File: src/rtl/gdds_pkg.sv
// shared types, constants and calendar helpers for the gregorian date day stepper
package gdds_pkg;

  // field widths
  localparam int KIND_W  = 2;
  localparam int AMT_W   = 16;
  localparam int DAY_W   = 5;
  localparam int MONTH_W = 4;
  localparam int YEAR_W  = 14;
  localparam int WD_W    = 4;

  // packed channel widths
  localparam int IN_TDATA_W  = 40;
  localparam int IN_TUSER_W  = KIND_W;
  localparam int OUT_TDATA_W = 32;

  // default upper bound of the calendar
  localparam int unsigned GDDS_MAX_YEAR = 9999;

  // shared multiplier geometry
  localparam int MUL_A_W = 16;
  localparam int MUL_B_W = 18;
  localparam int MUL_P_W = MUL_A_W + MUL_B_W;

  // remaining day count, wide enough for 32768 years of 365 days
  localparam int CNT_W = 24;

  // year position within the 400 year cycle
  localparam int YMOD_W = 9;

  // multiplier constants: reciprocals and shift scales
  localparam logic [MUL_B_W-1:0] RECIP_100   = 18'd5243;    // x / 100 = (x * c) >> 19
  localparam logic [MUL_B_W-1:0] RECIP_7     = 18'd149797;  // x / 7   = (x * c) >> 20
  localparam logic [MUL_B_W-1:0] SCALE_DAY   = 18'd1;
  localparam logic [MUL_B_W-1:0] SCALE_MONTH = 18'd30;
  localparam logic [MUL_B_W-1:0] SCALE_YEAR  = 18'd365;

  typedef enum logic [KIND_W-1:0] {
    KIND_LOAD   = 2'd0,
    KIND_DAYS   = 2'd1,
    KIND_MONTHS = 2'd2,
    KIND_YEARS  = 2'd3
  } kind_t;

  typedef enum logic [3:0] {
    S_IDLE,
    S_LD_Q400,
    S_LD_MOD,
    S_LD_P100,
    S_LD_P400,
    S_LD_S7,
    S_LD_WD,
    S_SH_MUL,
    S_SH_CNT,
    S_SH_STEP,
    S_DONE
  } state_t;

  // leap year from the year's position in the 400 year cycle
  function automatic logic leap_of_mod400(input logic [YMOD_W-1:0] ym);
    return (ym[1:0] == 2'b00) && (ym != 9'd100) && (ym != 9'd200) && (ym != 9'd300);
  endfunction

  // month length, zero for months that do not exist
  function automatic logic [DAY_W-1:0] days_in_month(input logic [MONTH_W-1:0] m,
                                                     input logic leap);
    logic [DAY_W-1:0] d;
    unique case (m)
      4'd1, 4'd3, 4'd5, 4'd7, 4'd8, 4'd10, 4'd12: d = 5'd31;
      4'd4, 4'd6, 4'd9, 4'd11:                    d = 5'd30;
      4'd2:                                       d = leap ? 5'd29 : 5'd28;
      default:                                    d = 5'd0;
    endcase
    return d;
  endfunction

  // days in the year before the first of the month
  function automatic logic [8:0] days_before_month(input logic [MONTH_W-1:0] m,
                                                   input logic leap);
    logic [8:0] c;
    unique case (m)
      4'd2:    c = 9'd31;
      4'd3:    c = 9'd59;
      4'd4:    c = 9'd90;
      4'd5:    c = 9'd120;
      4'd6:    c = 9'd151;
      4'd7:    c = 9'd181;
      4'd8:    c = 9'd212;
      4'd9:    c = 9'd243;
      4'd10:   c = 9'd273;
      4'd11:   c = 9'd304;
      4'd12:   c = 9'd334;
      default: c = 9'd0;
    endcase
    if (leap && (m > 4'd2)) begin
      c = c + 9'd1;
    end
    return c;
  endfunction

endpackage

File: src/rtl/gdds_mul.sv
// shared unsigned multiplier with registered product
module gdds_mul (
  input  logic                        clk,
  input  logic [gdds_pkg::MUL_A_W-1:0] a,
  input  logic [gdds_pkg::MUL_B_W-1:0] b,
  output logic [gdds_pkg::MUL_P_W-1:0] p
);
  import gdds_pkg::*;

  logic [MUL_P_W-1:0] p_r;

  // product register, operands change each cycle under the sequencer
  always_ff @(posedge clk) begin
    p_r <= MUL_P_W'(a) * MUL_P_W'(b);
  end

  assign p = p_r;

endmodule

File: src/rtl/gregorian_date_day_stepper.sv
// top level of the gregorian date day stepper
//
// Holds one date (day, month, year) and answers every input transfer with
// exactly one result transfer. An input with kind load replaces the held date
// if it is a valid calendar date, otherwise flags load_rejected and keeps it.
// The other kinds move the date by amount days, amount * 30 days or
// amount * 365 days, stopping at 1/1/1 or 31/12/MAX_YEAR with saturated set.
// Each result carries the date, its leap flag and the weekday (2 Monday to
// 8 Sunday).
// A valid load runs the Q400, MOD, P100, P400, S7 and WD steps; a rejected
// load ends after the P100 check. A shift scales the amount, then steps (at
// most about 3.65 million days). The next input transfer can come in the cycle
// after the result is registered.
// The day stepper walks the calendar one day per cycle; the sequencer and a
// single shared multiplier do the shift scaling and the weekday of a load.
// One item is in work at a time: in_tready is high only while idle.
// A finished result waits in the output register when out_tready is low and
// the block holds the next item until that register is free.
// Reset sets the date to 1/1/1 (a Monday) and drops any result in flight.
module gregorian_date_day_stepper #(
  parameter int unsigned MAX_YEAR = gdds_pkg::GDDS_MAX_YEAR
) (
  input  logic                               clk,
  input  logic                               rst_n,
  // input channel
  input  logic                               in_tvalid,
  output logic                               in_tready,
  // amount[15:0], load_day[20:16], load_month[24:21], load_year[38:25], zero pad
  input  logic [gdds_pkg::IN_TDATA_W-1:0]    in_tdata,
  // kind[1:0]
  input  logic [gdds_pkg::IN_TUSER_W-1:0]    in_tuser,
  // result channel
  output logic                               out_tvalid,
  input  logic                               out_tready,
  // cur_day[4:0], cur_month[8:5], cur_year[22:9], is_leap[23], weekday[27:24],
  // load_rejected[28], saturated[29], zero pad
  output logic [gdds_pkg::OUT_TDATA_W-1:0]   out_tdata
);
  import gdds_pkg::*;

  localparam logic [YEAR_W-1:0] MAX_Y = YEAR_W'(MAX_YEAR);

  state_t state_r, state_nxt;

  // captured input item
  kind_t              kind_r;
  logic [AMT_W-1:0]   amount_r;
  logic [DAY_W-1:0]   ld_r;
  logic [MONTH_W-1:0] lm_r;
  logic [YEAR_W-1:0]  ly_r;

  // held date and its derived position
  logic [DAY_W-1:0]   day_r;
  logic [MONTH_W-1:0] month_r;
  logic [YEAR_W-1:0]  year_r;
  logic [YMOD_W-1:0]  ymod_r;
  logic [2:0]         wd_r;

  // load and shift working registers
  logic [YMOD_W-1:0]  ymod_ld_r;
  logic [7:0]         p100_r;
  logic [14:0]        s_r;
  logic [CNT_W-1:0]   cnt_r;
  logic               rej_r;
  logic               sat_r;

  // output register
  logic                   out_valid_r;
  logic [OUT_TDATA_W-1:0] out_tdata_r;

  // shared multiplier
  logic [MUL_A_W-1:0] mul_a;
  logic [MUL_B_W-1:0] mul_b;
  logic [MUL_P_W-1:0] mul_p;

  gdds_mul u_mul (
    .clk (clk),
    .a   (mul_a),
    .b   (mul_b),
    .p   (mul_p)
  );

  // handshake terms
  logic in_xfer;
  logic out_free;
  assign in_xfer  = in_tvalid && in_tready;
  assign out_free = !out_valid_r || out_tready;

  // load arithmetic
  logic [YEAR_W-1:0]  p_ld;
  logic [5:0]         q400;
  logic [YEAR_W-1:0]  q400x400;
  logic [YMOD_W-1:0]  ymod_ld;
  logic               leap_ld;
  logic               load_ok;
  logic [5:0]         p400;
  logic [8:0]         doy_ld;
  logic [15:0]        s_sum;
  logic [11:0]        q7;
  logic [14:0]        q7x7;
  logic [14:0]        wd_diff;

  assign p_ld     = ly_r - YEAR_W'(1);
  assign q400     = mul_p[24:19];
  assign q400x400 = YEAR_W'({q400, 8'b0}) + YEAR_W'({q400, 7'b0}) + YEAR_W'({q400, 4'b0});
  assign ymod_ld  = YMOD_W'(ly_r - q400x400);
  assign leap_ld  = leap_of_mod400(ymod_ld_r);
  assign load_ok  = (ly_r >= YEAR_W'(1)) && (ly_r <= MAX_Y) &&
                    (lm_r >= MONTH_W'(1)) && (lm_r <= MONTH_W'(12)) &&
                    (ld_r >= DAY_W'(1)) && (ld_r <= days_in_month(lm_r, leap_ld));
  assign p400     = mul_p[24:19];
  assign doy_ld   = days_before_month(lm_r, leap_ld);
  assign s_sum    = 16'(p_ld) + 16'(p_ld[YEAR_W-1:2]) - 16'(p100_r) + 16'(p400) +
                    16'(doy_ld) + 16'(ld_r) - 16'd1;
  assign q7       = mul_p[31:20];
  assign q7x7     = {q7, 3'b0} - 15'(q7);
  assign wd_diff  = s_r - q7x7;

  // shift arithmetic
  logic               dir_back;
  logic [AMT_W-1:0]   amt_mag;
  logic               leap_cur;
  logic [DAY_W-1:0]   dim_cur;
  logic [DAY_W-1:0]   dim_prev;
  logic               at_top;
  logic               at_bottom;
  logic               at_bound;

  assign dir_back  = amount_r[AMT_W-1];
  assign amt_mag   = dir_back ? (AMT_W'(0) - amount_r) : amount_r;
  assign leap_cur  = leap_of_mod400(ymod_r);
  assign dim_cur   = days_in_month(month_r, leap_cur);
  assign dim_prev  = days_in_month(month_r - MONTH_W'(1), leap_cur);
  assign at_top    = (day_r == DAY_W'(31)) && (month_r == MONTH_W'(12)) && (year_r == MAX_Y);
  assign at_bottom = (day_r == DAY_W'(1)) && (month_r == MONTH_W'(1)) &&
                     (year_r == YEAR_W'(1));
  assign at_bound  = dir_back ? at_bottom : at_top;

  // next state
  always_comb begin
    state_nxt = state_r;
    unique case (state_r)
      S_IDLE: begin
        if (in_xfer) begin
          state_nxt = (kind_t'(in_tuser) == KIND_LOAD) ? S_LD_Q400 : S_SH_MUL;
        end
      end
      S_LD_Q400: state_nxt = S_LD_MOD;
      S_LD_MOD:  state_nxt = S_LD_P100;
      S_LD_P100: state_nxt = load_ok ? S_LD_P400 : S_DONE;
      S_LD_P400: state_nxt = S_LD_S7;
      S_LD_S7:   state_nxt = S_LD_WD;
      S_LD_WD:   state_nxt = S_DONE;
      S_SH_MUL:  state_nxt = S_SH_CNT;
      S_SH_CNT:  state_nxt = S_SH_STEP;
      S_SH_STEP: begin
        if ((cnt_r == '0) || at_bound) begin
          state_nxt = S_DONE;
        end
      end
      S_DONE: begin
        if (out_free) begin
          state_nxt = S_IDLE;
        end
      end
      default:   state_nxt = S_IDLE;
    endcase
  end

  // sequencer outputs: ready and multiplier operands
  always_comb begin
    in_tready = 1'b0;
    mul_a     = '0;
    mul_b     = '0;
    unique case (state_r)
      S_IDLE:    in_tready = 1'b1;
      S_LD_Q400: begin
        mul_a = MUL_A_W'(ly_r[YEAR_W-1:2]);
        mul_b = RECIP_100;
      end
      S_LD_MOD: begin
        mul_a = MUL_A_W'(p_ld);
        mul_b = RECIP_100;
      end
      S_LD_P100: begin
        mul_a = MUL_A_W'(p_ld[YEAR_W-1:2]);
        mul_b = RECIP_100;
      end
      S_LD_S7: begin
        mul_a = MUL_A_W'(s_r);
        mul_b = RECIP_7;
      end
      S_SH_MUL: begin
        mul_a = amt_mag;
        unique case (kind_r)
          KIND_MONTHS: mul_b = SCALE_MONTH;
          KIND_YEARS:  mul_b = SCALE_YEAR;
          default:     mul_b = SCALE_DAY;
        endcase
      end
      default: begin
        in_tready = 1'b0;
      end
    endcase
  end

  // state register
  always_ff @(posedge clk) begin
    if (!rst_n) begin
      state_r <= S_IDLE;
    end else begin
      state_r <= state_nxt;
    end
  end

  // capture of the input transfer
  always_ff @(posedge clk) begin
    if (in_xfer) begin
      kind_r   <= kind_t'(in_tuser);
      amount_r <= in_tdata[15:0];
      ld_r     <= in_tdata[20:16];
      lm_r     <= in_tdata[24:21];
      ly_r     <= in_tdata[38:25];
    end
  end

  // load and shift working registers
  always_ff @(posedge clk) begin
    if (state_r == S_LD_MOD) begin
      ymod_ld_r <= ymod_ld;
    end
    if (state_r == S_LD_P100) begin
      p100_r <= mul_p[26:19];
    end
    if (state_r == S_LD_P400) begin
      s_r <= s_sum[14:0];
    end
    if (state_r == S_SH_CNT) begin
      cnt_r <= mul_p[CNT_W-1:0];
    end else if ((state_r == S_SH_STEP) && (cnt_r != '0) && !at_bound) begin
      cnt_r <= cnt_r - CNT_W'(1);
    end
  end

  // result flags
  always_ff @(posedge clk) begin
    if (in_xfer) begin
      rej_r <= 1'b0;
      sat_r <= 1'b0;
    end else if ((state_r == S_LD_P100) && !load_ok) begin
      rej_r <= 1'b1;
    end else if ((state_r == S_SH_STEP) && (cnt_r != '0) && at_bound) begin
      sat_r <= 1'b1;
    end
  end

  // held date: load commit and one day steps
  always_ff @(posedge clk) begin
    if (!rst_n) begin
      day_r   <= DAY_W'(1);
      month_r <= MONTH_W'(1);
      year_r  <= YEAR_W'(1);
      ymod_r  <= YMOD_W'(1);
      wd_r    <= 3'd0;
    end else if (state_r == S_LD_WD) begin
      day_r   <= ld_r;
      month_r <= lm_r;
      year_r  <= ly_r;
      ymod_r  <= ymod_ld_r;
      wd_r    <= wd_diff[2:0];
    end else if ((state_r == S_SH_STEP) && (cnt_r != '0) && !at_bound) begin
      if (!dir_back) begin
        // one day forward
        wd_r <= (wd_r == 3'd6) ? 3'd0 : wd_r + 3'd1;
        if (day_r < dim_cur) begin
          day_r <= day_r + DAY_W'(1);
        end else if (month_r < MONTH_W'(12)) begin
          day_r   <= DAY_W'(1);
          month_r <= month_r + MONTH_W'(1);
        end else begin
          day_r   <= DAY_W'(1);
          month_r <= MONTH_W'(1);
          year_r  <= year_r + YEAR_W'(1);
          ymod_r  <= (ymod_r == YMOD_W'(399)) ? '0 : ymod_r + YMOD_W'(1);
        end
      end else begin
        // one day back
        wd_r <= (wd_r == 3'd0) ? 3'd6 : wd_r - 3'd1;
        if (day_r > DAY_W'(1)) begin
          day_r <= day_r - DAY_W'(1);
        end else if (month_r > MONTH_W'(1)) begin
          day_r   <= dim_prev;
          month_r <= month_r - MONTH_W'(1);
        end else begin
          day_r   <= DAY_W'(31);
          month_r <= MONTH_W'(12);
          year_r  <= year_r - YEAR_W'(1);
          ymod_r  <= (ymod_r == '0) ? YMOD_W'(399) : ymod_r - YMOD_W'(1);
        end
      end
    end
  end

  // output register
  always_ff @(posedge clk) begin
    if (!rst_n) begin
      out_valid_r <= 1'b0;
    end else if ((state_r == S_DONE) && out_free) begin
      out_valid_r <= 1'b1;
    end else if (out_tready) begin
      out_valid_r <= 1'b0;
    end
  end

  always_ff @(posedge clk) begin
    if ((state_r == S_DONE) && out_free) begin
      out_tdata_r <= {2'b00, sat_r, rej_r, WD_W'(wd_r) + WD_W'(2), leap_cur,
                      year_r, month_r, day_r};
    end
  end

  assign out_tvalid = out_valid_r;
  assign out_tdata  = out_tdata_r;

endmodule

File: config.mk
export PLATFORM = sky130hd
export DESIGN_NAME = gregorian_date_day_stepper
export DESIGN_NICKNAME = d
export VERILOG_FILES = /design/src/rtl/gdds_pkg.sv /design/src/rtl/gdds_mul.sv /design/src/rtl/gregorian_date_day_stepper.sv
export SDC_FILE = /design/constraint.sdc
export NUM_CORES = 1
export LEC_CHECK = 0
export BUFFER_PORTS_ARGS = -buffer_cell sky130_fd_sc_hd__buf_2
export CAP_MARGIN = 15
export CORE_AREA = 4 4 192 194
export DETAILED_ROUTE_END_ITERATION = 8
export DIE_AREA = 0 0 196 198
export PLACE_DENSITY = 0.77
export SLEW_MARGIN = 10
export SYNTH_ARGS = -nofsm -noshare
export SYNTH_HDL_FRONTEND = slang
export SYNTH_SLANG_ARGS = --single-unit
export TNS_END_PERCENT = 50
File: constraint.sdc
create_clock -name clk -period 10.7 [get_ports clk]
set_clock_uncertainty 0.05 [all_clocks]
set_input_delay 0.535 -clock clk [delete_from_list [all_inputs] [get_ports clk]]
set_output_delay 0.535 -clock clk [all_outputs]
set_load 0.01 [all_outputs]
After elaboration in Yosys (flattened, before gate mapping):

Memory sizes are Yosys's and may differ from the RTL's. A register that Yosys moved wholly into a read port is not among the register bits.
Index checks and enable logic that the tools add are counted.

* flip-flop bits (word level): 196
* memory bits (read-only): 144
* input port bits: 46
* output and inout bits: 34
* memories kept: 1

* add/subtract/negate cells: 26
* $mul: 1
* $lt $le $gt $ge: 11
* equality and inequality tests: 67
* multiplexer cells: 57
* bitwise gates (word level): 1
* reductions and logical operators: 49

Memory list
* (no name shown): words 16, bits a word 9, read ports 1, clocked after Yosys merged registers in 1, wr ports 0, line gdds_pkg.sv:81 `unique case (m)`

Operators by type and width (count)
* $mux 14: 7
* $mux 9: 10
* $pmux 16 s5: 1
* $eq 4x4->1 const B: 18
* $eq 4x3->1 const B: 16
* $pmux 18 s3: 1
* $mux 24: 2
* $mux 4: 12
* $pmux 5 s3: 3
* $pmux 4 s11: 1
* $eq 4x2->1 const B: 8
* $mux 5: 6
* $sub 14x1->14 const B: 2
* $mul 16x18->27: 1
* $logic_not 24->1: 1
* $reduce_bool 24->1: 1
* $sub 24x1->24 const B: 1
* $logic_and 1x1->1: 22
* $reduce_or 7->1: 3
* $add 9x1->9 const B: 2
* $add 9x9->9: 2
* $mux 3: 6
* $ne 9x7->1 const B: 2
* $ne 9x8->1 const B: 2
* other kinds (57): 82

Longest topological paths before layout:

Gate-level depths: netlist of the first run.

* word-level depth: 12
* gate-level depth with buffers: 31
* mapped depth without buffers: 31

Hierarchy:

From an unflattened synthesis of the first run, not the netlist that was laid out.

* cell total of the unflattened synthesis: 2440
* area, all modules: 22449.0 um^2

Modules (own cells, without submodules)
* gregorian_date_day_stepper: instances 1, cells each 1280, area each 12174.2 um^2, seq. area each 4834.6 um^2
* gdds_mul: instances 1, cells each 1160, area each 10274.9 um^2, seq. area each 680.7 um^2

Worst setup path before layout of the first run:

Ideal clock, no wire load.

* path kind: reg-to-reg
* from: register ly_r[0]
* to: register u_mul.p_r[26] (netlist: u_mul.p[26])
* data arrival time: 7.362 ns
* setup slack: 3.167 ns
* cell stages (with the launch flop): 29
* cell sequence: edfxtp_1 inv_1 ha_1 nor3b_1 and2_1 nand2_1 nor2_1 xnor2_1 nor2_1 a211oi_2 nor2_1 fa_1 inv_1 fa_1 inv_1 fa_1 fa_1 fa_1 inv_1 fa_1 inv_1 ha_1 nand2_1 or3_1 or3_1 a31oi_1 a211o_1 a21oi_1 xnor2_1

* word-level cells in the longest chain between the ends: 3

RTL lines
* start: declaration: line gregorian_date_day_stepper.sv:50 `logic [YEAR_W-1:0] ly_r;`
* start signal: assignment: line gregorian_date_day_stepper.sv:223 `ly_r <= in_tdata[38:25];`
* $sub 14x1->14: line gregorian_date_day_stepper.sv:103 `assign p_ld = ly_r - YEAR_W'(1);`
* $pmux 16 s5: line gregorian_date_day_stepper.sv:175 `unique case (state_r)`
* $mul 16x18->27: line gdds_mul.sv:14 `p_r <= MUL_P_W'(a) * MUL_P_W'(b);`
* end signal: assignment: line gdds_mul.sv:14
* end: declaration: line gdds_mul.sv:10 `logic [MUL_P_W-1:0] p_r;`

No other way between the ends.
A chain may end at the register's enable or synchronous reset.

Worst setup path after layout of the first run:

Ends and elaborated chain as after synthesis.

==> results of run 1 <==
sequential cells by signal, indices dropped and copies added (netlist names), 2 cells and up, named ones only:
signal	count
out_tdata	30
month_r	4
ly_r	14
lm_r	4
cnt_r	24
year_r	14
ld_r	5
kind_r	2
u_mul.p	27
p100_r	8
ymod_r	9
day_r	5
state_r	4
s_r	15
ymod_ld_r	9
wd_r	3
amount_r	16
through the flow:
stage / total power (uW) / setup slack (ns) / hold slack (ns) / instances / utilization, %
2_1_floorplan: 5010 / 3.17 / 0.336 / 2052 / -
3_3_place_gp: 5970 / 2.18 / 0.340 / 2531 / 56.3
3_5_place_dp: 6160 / 2.02 / 0.344 / 2531 / 56.3
4_1_cts: 7090 / 2.03 / 0.0783 / 2579 / 58.8
5_1_grt: 7910 / 1.45 / 0.0897 / 2579 / 58.8
6_report: 7100 / 1.91 / 0.0978 / 2579 / 58.8
layout by cell type (no fill, tap or decap), drive strengths merged, types with 6 or more instances in the layout:
cell type / n
inv: 349
ha: 194
nor2: 190
fa: 168
nand2: 146
edfxtp: 127
o21ai: 109
a21oi: 99
buf: 88
dfxtp: 78
xnor2: 74
nor3: 46
nand3: 32
xor2: 32
clkbuf: 30
nand2b: 24
or2: 21
mux2i: 18
o22ai: 17
a211oi: 16
or3: 16
a21o: 15
o31ai: 15
and2: 15
o21a: 15
o211ai: 14
and3: 13
nor4: 13
nor2b: 11
a31oi: 11
clkinv: 11
or4: 9
o221ai: 7
nand4: 7
o21bai: 7
a211o: 7
a221oi: 7
o41ai: 6
cells by family after synthesis:
group	after synthesis	share of synthesized area [%]
simple gates	562	14.3
buf+inv	418	8.49
compound gates	374	12.6
fa+ha+maj	362	30.4
flops	205	28.2
xor+xnor	106	4.88
mux	21	1.12
other cells	2	0.0394
per-layer routing:
metal,share of wire [%],wire [um]
met5,0,0
met4,3.3,1540
met3,8.5,3980
met2,47,22000
met1,41,19500
path summary, 6_finish.rpt:
| check | from | end | depth (start not counted) | slack [ns] |
|---|---|---|---|---|
| setup / recovery | ly_r[0] | u_mul.p[26] | 28 | 1.91 |
| hold / removal | in_tdata[30] | ly_r[5] | 1 | 0.1 |
| setup reg to reg | ly_r[0] | u_mul.p[26] | 28 | 1.91 |
| hold reg to reg | u_mul.p[26] | p100_r[7] | 0 | 0.36 |
power by group through the flow:
stage                     sequential [uW]  clock, uW  combinational (uW)
final                                1410        893                4800
after global routing                 1430        938                5540
after CTS                            1400        900                4790
after detailed placement             1410          0                4750
after global placement               1400          0                4570
after floorplan                      1310          0                3690
layout make-up:
| class | instances | area share [%] |
|---|---|---|
| clock buffers | 30 | 3.31 |
| clock inverters | 18 | 0.924 |
| inverters | 348 | 6.31 |
| multi-input cells | 1429 | 58.5 |
| flip-flops and latches | 205 | 25.9 |
| well taps | 461 | 2.78 |
| repair buffers | 88 | 2.27 |
==> results by group, run 1 <==
CTS
  • CTS-repair resized insts: 0
  • Clock Latency Late Sink: 0.56 ns
  • H-tree depth: 1
  • Post-CTS setup repair buffer count: 0
  • Clock transition at path regs: 0.07 ns
  • Num CTS Buffers: 26
  • CTS Hold Bufs: 0
  • Maximum buffer depth of the clock tree: 3
  • TritonCTS clock tree: done
  • Total clock sinks: 205
  • Root buffer cell: clkbuf_16

Worst setup path
  • Crit path kind: reg2reg
  • Setup crit end kind: flip-flop
  • CP required: 11.08 ns
  • CP most frequent cell: fa_1
  • Worst EP arrival: 9.17 ns
  • Type of origin of the critical path: flip-flop
  • Crit path max fanout: 8
  • Max stage delay cell, worst path: a211oi_2
  • Largest delay contributor family on the critical path: adder cells
  • CP bufs+invs: 5
  • Crit-path max cell delay: 0.59 ns

Global routing
  • Total grt overflow: 0
  • Number of global-route vias before repair: 15000
  • Met2 Usage GRT: 40.7%
  • First-pass GRT wire length: 76600 um
  • Largest net degree at the start of global routing: 57
  • Met1 Track Usage GR: 32.6%
  • GR Layer Usage met3: 4.39%
  • Most Crowded Layer GR: met2
  • GRT Util Overall: 24.3%
  • Initial antenna violation count: 0

Timing
  • Fin. max-slew vios: 0
  • Final Critical Period: 8.79 ns
  • Highest clock rate: 114 MHz
  • Final Setup Violations: 0
  • Fin. Hold Viols: 0
  • Worst-Margin Slew: 1.06 ns
  • Max-slew headroom: 28.6%
  • RSZ-0062 raised after global routing: no
  • Final setup TNS: 0 ns
  • Fin crit share: 82.2%

Layout
  • Sequential cell area: 0.00538 sq mm
  • Final nets: 2506
  • Antenna fix cells: 0
  • Fillers: 2973
  • Multi-input logic area: 0.0121 sq mm
  • Layout cells sized above 1: 8.69%
  • Area grow syn2layout: 8.81%
  • Design area: 0.0207 sq mm

Synth
  • Register bit total from synthesis: 205
  • Number of flops mapped to enable cells by yosys: 127
  • Syn Inst Count: 2050
  • Post-synthesis async set-or-reset flop share: 0%
  • Top cell type's share of synthesized area: 20.0%
  • Cell with the most instances after synthesis: inv_1
  • Top cells by count, synth: inv_1 (347), ha_1 (194), nor2_1 (190)
  • Cell taking the most area after synthesis: edfxtp_1
  • Syn avg cell area: 9.29 sq um
  • Distinct cells, synth: 92
  • Synth top area cells: edfxtp_1 (20%), fa_1 (18%), ha_1 (13%), dfxtp_1 (8.2%), inv_1 (6.8%)
  • Syn. warnings: 0
  • Mapped Area: 0.0190 sq mm
  • Seq/Total Area, Yosys: 28.2%
  • Main flop type after synthesis: edfxtp_1

Routing
  • Vias: 14900
  • Initial drt markers: 1402
  • # DRC: 0
  • Initial DRT Pass Iterations: 6
  • Total wire length: 47100 um
  • Detail-routed via count per cell: 5.77
  • Post-route ant nets: 0
  • Drt wl/cell: 18.3 um

Placed design
  • HPWL after DPL: 36500 um
  • Placer congestion estimate: 0.960
  • I/O Buffers: 76
  • Post-DP Area: 0.0198 sq mm

Power and ir drop
  • Comb pwr share: 67.6%
  • Pleak: 0.00941 uW
  • Clk pwr share: 12.6%
  • Power per cell area: 343 mW/mm^2
  • Flop pwr share: 19.8%
  • Internal: 3670 uW
  • Peak VDD IR: 0.000333 V
  • Switch Pwr: 3430 uW
  • Sw frac: 48.3%

Outcome
  • Status: complete, no violations

Min path
  • HP Class: in2reg

Floorplan
  • Die span in y: 198 um
  • Initial Utilization: 54.1%
  • IO Count: 80
  • Area of the core: 0.0352 sq mm
  • Die footprint: 0.0388 sq mm
  • Die W: 196 um
  • Row count: 69

Job
  • Max Cap Violations: 0
Power figures use the tool's default switching activity.
==> run 2, diff against run 1 <==
==> constraint.sdc (replaced) <==
create_clock -name clk -period 8.1 [get_ports clk]
set_clock_uncertainty 0.05 [all_clocks]
set_input_delay 0.405 -clock clk [delete_from_list [all_inputs] [get_ports clk]]
set_output_delay 0.405 -clock clk [all_outputs]
set_load 0.01 [all_outputs]
==> run 2 against run 1 <==
The run now ends with hold timing left; hold slack got worse by 0.10 ns; flip-flop and latch count did not move; cell count rose by 3.3%; global-route usage rose by 0.87 points; sequential share of layout area fell by 0.87 points; clock-buffer cell count did not move; via count rose by 1.5%; wire length rose by 4.7%; critical path depth fell by 2; utilization rose by 2.1 points; sequential power rose by 29%.
==> results by group, run 2 (synthesis gave the netlist of run 1 again) <==
Timing
  • Final Critical Period: 7.80 ns (-0.993 ns)
  • Fin crit share: 96.3% (+14 points)
  • Fin. max-slew vios: 0 (unchanged)
  • Max-slew headroom: 46.5% (+18 points)
  • Final Setup Violations: 0 (unchanged)
  • Highest clock rate: 128 MHz (+13%)
  • Worst-Margin Slew: 0.780 ns (-0.284 ns)
  • PnR worst setup slack: 0.302 ns (-1.61 ns)
  • Fin. Hold Viols: 1 (+1)
  • Final setup TNS: 0 ns (unchanged)
  • Final hold slack: -0.00209 ns (-0.0999 ns)

Routing
  • WL met1: 20500 um (+5.3%)
  • Initial drt markers: 1324 (-5.6%)
  • Top routing layer in use: met4
  • Initial DRT Pass Iterations: 6 (unchanged)
  • Met2 WL: 23200 um (+5.4%)
  • Detail-routed via count per cell: 5.66 (-1.8%)
  • Total wire length: 49300 um (+4.7%)
  • Drt wl/cell: 18.5 um (+1.3%)
  • # DRC: 0 (unchanged)
  • WL met3: 3440 um (-14%)
  • Post-route ant nets: 0 (unchanged)
  • Vias: 15100 (+1.5%)

Layout
  • Layout cells sized above 1: 11.8% (+3.1 points)
  • Final core area utilization: 60.9% (+2.1 points)
  • Design area: 0.0214 sq mm (+3.5%)
  • Antenna fix cells: 0 (unchanged)
  • Commonest non-fill, non-tap cell in the layout: inv_1
  • Area grow syn2layout: 12.6%
  • Final nets: 2594 (+3.5%)
  • Fillers: 2928 (-1.5%)
  • Max reg flops: 30 (unchanged)
  • Commonest cells after routing, fill and taps aside: inv_1 (346), ha_1 (193), nor2_1 (184), fa_1 (168), nand2_1 (144)

Placed design
  • Placer congestion estimate: 0.964 (+0.34%)
  • Worst Setup Slack post-DPL: 0.0916 ns (-1.93 ns)
  • I/O Buffers: 76 (unchanged)
  • Post-DP Area: 0.0202 sq mm (+1.9%)
  • HPWL after DPL: 38800 um (+6.4%)

Floorplan
  • Row count: 69 (unchanged)
  • Die W: 196 um (unchanged)
  • Die span in y: 198 um (unchanged)
  • Initial Utilization: 54.1% (unchanged)
  • IO Count: 80 (unchanged)
  • Die footprint: 0.0388 sq mm (unchanged)
  • Area of the core: 0.0352 sq mm (unchanged)

Job
  • Max Cap Violations: 0 (unchanged)

Power and ir drop
  • Peak VDD IR: 0.000429 V (+29%)
  • Pleak: 0.00980 uW (+4.1%)
  • Overall Power: 9610 uW (+35%)
  • Power per cell area: 448 mW/mm^2 (+31%)

Worst setup path
  • Crit path max fanout: 6 (-2)
  • Worst EP arrival: 8.20 ns (-0.97 ns)
  • Crit path kind: reg2reg
  • Setup crit end kind: flip-flop
  • Type of origin of the critical path: flip-flop
  • CP required: 8.50 ns (-2.58 ns)

CTS
  • Num CTS Buffers: 25 (-3.8%)
  • Clock Latency Late Sink: 0.54 ns (-0.02 ns)
  • TritonCTS clock tree: done
  • Root buffer cell: clkbuf_16
  • Maximum buffer depth of the clock tree: 3 (unchanged)
  • H-tree depth: 1 (unchanged)
  • Total clock sinks: 205 (unchanged)
  • Clock transition at path regs: 0.06 ns (about the same)

Outcome
  • Status: finished with violations
  • Violated checks: hold timing

Global routing
  • First-pass GRT wire length: 78500 um (+2.6%)
  • Largest net degree at the start of global routing: 57 (unchanged)
  • Number of global-route vias before repair: 15200 (+1.1%)
  • GRT Util Overall: 25.2% (+0.87 points)
  • Total grt overflow: 0 (unchanged)
  • Initial antenna violation count: 0 (unchanged)

Min path
  • HP Class: in2reg
run 2: critical path, cell delays in order (launching register included):
cell and delay (ns):
edfxtp_1 0.44, or4_1 0.62, o31ai_1 0.29, xor2_1 0.24, o221ai_1 0.33, nor2_2 0.38, nor2_1 0.11, fa_1 0.55
inv_1 0.05, fa_1 0.50, inv_1 0.04, ha_1 0.31, fa_1 0.54, fa_1 0.56, inv_1 0.06, fa_1 0.53
inv_1 0.04, ha_1 0.35, a211o_1 0.30, a21oi_1 0.18, a2bb2oi_1 0.21, o31ai_2 0.12, o21ai_1 0.21, buf_4 0.17
o211ai_1 0.11, a21oi_1 0.22, xnor2_1 0.18
run 2: final cells by class:
class                   count  area (sq um)  area share, %
repair buffers            177          1220           5.68
flip-flops and latches    205          5380           25.1
multi-input cells        1429         12200           56.9
well taps                 461           577           2.69
clock buffers              30           644           3.01
inverters                 348          1310           6.11
clock inverters            15           106          0.496
run 2: worst paths after layout:
path | startpoint | end | slack [ns] | depth (start not counted)
setup / recovery | amount_r[2] | u_mul.p[25] | 0.30 | 26
hold / removal | in_tdata[19] | ld_r[3] | -0.002 | 1
setup reg to reg | amount_r[2] | u_mul.p[25] | 0.30 | 26
hold reg to reg | u_mul.p[25] | p100_r[6] | 0.36 | 0
run 2: report_power, final:
group	internal (uW)	switching, uW	total, uW	leakage (uW)
combinational	2780	3970	6750	0.00763
sequential	1590	230	1820	0.00179
clock	599	442	1040	0.000375
run 2: what timing repair did:
item	in CTS	in global routing
endpoints found under the setup margin	0	7
hold buffers	29	0
buffers inserted	0	7
endpoints found under the hold margin	29	0
gates resized for setup	0	30
run 2: routing by layer:
metal / vias up / track usage (%)
met5: - / 0
met4: 0 / 9.08
met3: 142 / 3.78
met2: 593 / 42.8
met1: 7243 / 33.0
li1: 7118 / -
run 2: metrics by stage:
| stage | hold WS, ns | cells |
|---|---|---|
| global placement | 0.343 | 2582 |
| finish | -0.00209 | 2665 |
| global route | 0.00114 | 2665 |
| floorplan | 0.336 | 2052 |
| detailed placement | 0.347 | 2582 |
| CTS | 0.00310 | 2656 |
==> run 3, diff against run 2 <==
--- a/config.mk
+++ b/config.mk
@@ -7,11 +7,10 @@
 export LEC_CHECK = 0
 export BUFFER_PORTS_ARGS = -buffer_cell sky130_fd_sc_hd__buf_2
 export CAP_MARGIN = 15
-export CORE_AREA = 4 4 192 194
+export CORE_AREA = 2 2 190 192
 export DETAILED_ROUTE_END_ITERATION = 8
-export DIE_AREA = 0 0 196 198
+export DIE_AREA = 0 0 192 194
 export PLACE_DENSITY = 0.77
-export SLEW_MARGIN = 10
 export SYNTH_ARGS = -nofsm -noshare
 export SYNTH_HDL_FRONTEND = slang
 export SYNTH_SLANG_ARGS = --single-unit
==> run 3 against run 2 <==
The flow now finishes without violations; flip-flop and latch count did not move; die area fell by 4.0%; critical path depth increased by 3; non-clock buffer count up 8; wire length increased by 1.4%; first-iteration DRC count shrank 7.9%.
==> results by group, run 3 (synthesis gave the netlist of run 1 again) <==
Layout
  • Commonest non-fill, non-tap cell in the layout: inv_1
  • Commonest cells after routing, fill and taps aside: inv_1 (347), ha_1 (191), nor2_1 (185), fa_1 (168), nand2_1 (145)
  • Antenna fix cells: 0 (unchanged)
  • Final core area utilization: 61.3% (+0.47 points)
  • Max reg flops: 30 (unchanged)
  • Area grow syn2layout: 13.5%
  • Layout cells sized above 1: 11.8% (+0.042 points)
  • Fillers: 2838 (-3.1%)
  • Final nets: 2602 (+0.31%)

Global routing
  • Initial antenna violation count: 1 (+1)
  • Largest net degree at the start of global routing: 57 (unchanged)
  • GRT Util Overall: 27.2% (+2.0 points)
  • First-pass GRT wire length: 80300 um (+2.3%)
  • Number of global-route vias before repair: 15400 (+1.6%)
  • Total grt overflow: 0 (unchanged)

CTS
  • Maximum buffer depth of the clock tree: 3 (unchanged)
  • Root buffer cell: clkbuf_16
  • TritonCTS clock tree: done
  • Clock transition at path regs: 0.08 ns (+0.02 ns)
  • Clock Latency Late Sink: 0.57 ns (+0.03 ns)
  • Num CTS Buffers: 25 (unchanged)
  • Total clock sinks: 205 (unchanged)
  • H-tree depth: 1 (unchanged)

Timing
  • Final hold slack: 0.0148 ns (+0.0169 ns)
  • Final setup TNS: 0 ns (unchanged)
  • Final Setup Violations: 0 (unchanged)
  • Fin. Hold Viols: 0 (-1)
  • Fin. max-slew vios: 0 (unchanged)
  • PnR worst setup slack: 0.213 ns (-0.0896 ns)
  • Worst-Margin Slew: 1.03 ns (+0.246 ns)
  • Final Critical Period: 7.89 ns (+0.0896 ns)
  • Highest clock rate: 127 MHz (-1.1%)
  • Max-slew headroom: 31.2% (-15 points)
  • Fin crit share: 97.4% (+1.1 points)

Worst setup path
  • Crit path kind: reg2reg
  • Worst flop-to-flop path startpoint: ly_r[1]
  • Worst EP arrival: 8.30 ns (+0.10 ns)
  • CP most frequent cell: fa_1
  • Crit-path max cell delay: 0.55 ns (-0.07 ns)
  • Type of origin of the critical path: flip-flop
  • CP required: 8.51 ns (about the same)
  • Crit path max fanout: 6 (unchanged)
  • Max stage delay cell, worst path: fa_1
  • Crit path launch: ly_r[1]
  • Setup crit end kind: flip-flop

Floorplan
  • Initial Utilization: 54.1% (unchanged)
  • Die footprint: 0.0372 sq mm (-4.0%)
  • Row count: 69 (unchanged)
  • Die span in y: 194 um (-2.0%)
  • IO Count: 80 (unchanged)
  • Die W: 192 um (-2.0%)
  • Area of the core: 0.0352 sq mm (unchanged)

Power and ir drop
  • Pleak: 0.00986 uW (+0.70%)
  • Internal: 4990 uW (+0.37%)
  • Clk pwr share: 12.1% (+1.3 points)
  • Flop pwr share: 18.8% (about the same)
  • Sw frac: 48.5% (+0.21 points)
  • Peak VDD IR: 0.000420 V (-2.1%)
  • Power per cell area: 448 mW/mm^2 (about the same)
  • Comb pwr share: 69.1% (-1.1 points)
  • Switch Pwr: 4700 uW (+1.2%)

Routing
  • Initial DRT Pass Iterations: 7 (+1)
  • Drt wl/cell: 18.7 um (+1.1%)
  • Initial drt markers: 1219 (-7.9%)
  • Detail-routed via count per cell: 5.70 (+0.61%)
  • Vias: 15200 (+0.95%)
  • Post-route ant nets: 0 (unchanged)
  • # DRC: 0 (unchanged)
  • Total wire length: 50000 um (+1.4%)

Placed design
  • HPWL after DPL: 38200 um (-1.6%)
  • Placer congestion estimate: 0.929 (-3.6%)
  • Worst Setup Slack post-DPL: 0.0440 ns (-0.0476 ns)
  • I/O Buffers: 76 (unchanged)

Job
  • Max Cap Violations: 0 (unchanged)

Min path
  • Worst hold start: in_tdata[32]
  • HP Class: in2reg

Outcome
  • Status: complete, no violations
[run 3: cell types whose count changed in the layout (fill, tap and decap cells not counted), sizes merged]
cell / delta
dlygate4sd3: +6
clkinv: -5
inv: +3
buf: +2
bufinv: +2
clkinvlp: +1
[run 3: path summary, 6_finish.rpt]
path,to,slack (ns),cells after the start
hold reg to reg,p100_r[7],0.38,0
hold / removal,ly_r[7],0.01,1
setup / recovery,u_mul.p[26],0.21,29
setup reg to reg,u_mul.p[26],0.21,29
[run 3: area by class of cell]
cell class	count	area [sq um]	share of cell area, %
repair buffers	185	1290	5.99
well taps	461	577	2.67
multi-input cells	1429	12200	56.5
clock buffers	30	654	3.03
flip-flops and latches	205	5380	24.9
inverters	348	1310	6.05
clock inverters	16	184	0.851
[run 3: power by group through the flow]
stage / combinational, uW / clock (uW) / sequential (uW)
after floorplan: 4880 / 0 / 1730
after global placement: 6220 / 0 / 1820
after detailed placement: 6480 / 0 / 1830
after CTS: 6570 / 1170 / 1810
after global routing: 7580 / 1230 / 1840
final: 6690 / 1170 / 1820
[run 3: metal layers]
metal	vias up	part of all wire [%]	track usage (%)
met5	-	0.024	0
met4	2	4.2	10.7
met3	143	7.9	3.62
met2	637	47	44.5
met1	7310	41	36.6
li1	7148	-	-
[run 3: what timing repair did]
action,CTS,global route
hold endpoints to repair,35,0
buffers inserted,0,7
endpoints found under the setup margin,0,7
hold buffers,35,0
gates resized for setup,0,26
[run 3: metrics by stage]
step	cell area [sq um]	total power [uW]	std cells
floorplan	19000	6610	2052
global placement	20200	8040	2584
detailed placement	20200	8300	2584
CTS	21400	9550	2665
global route	21600	10600	2674
finish	21600	9690	2674
[run 3: worst max-delay path, delay by kind of cell, from the launching register on]
kind                       cells  cell delay [ns]
AOI/OAI and AO/OA              5             0.82
xor gates and xnor gates       2             0.30
adders and majority gates      8             3.68
buffers and inverters          6             0.68
DFF                            1             0.41
and+or+nand+nor                8             1.84
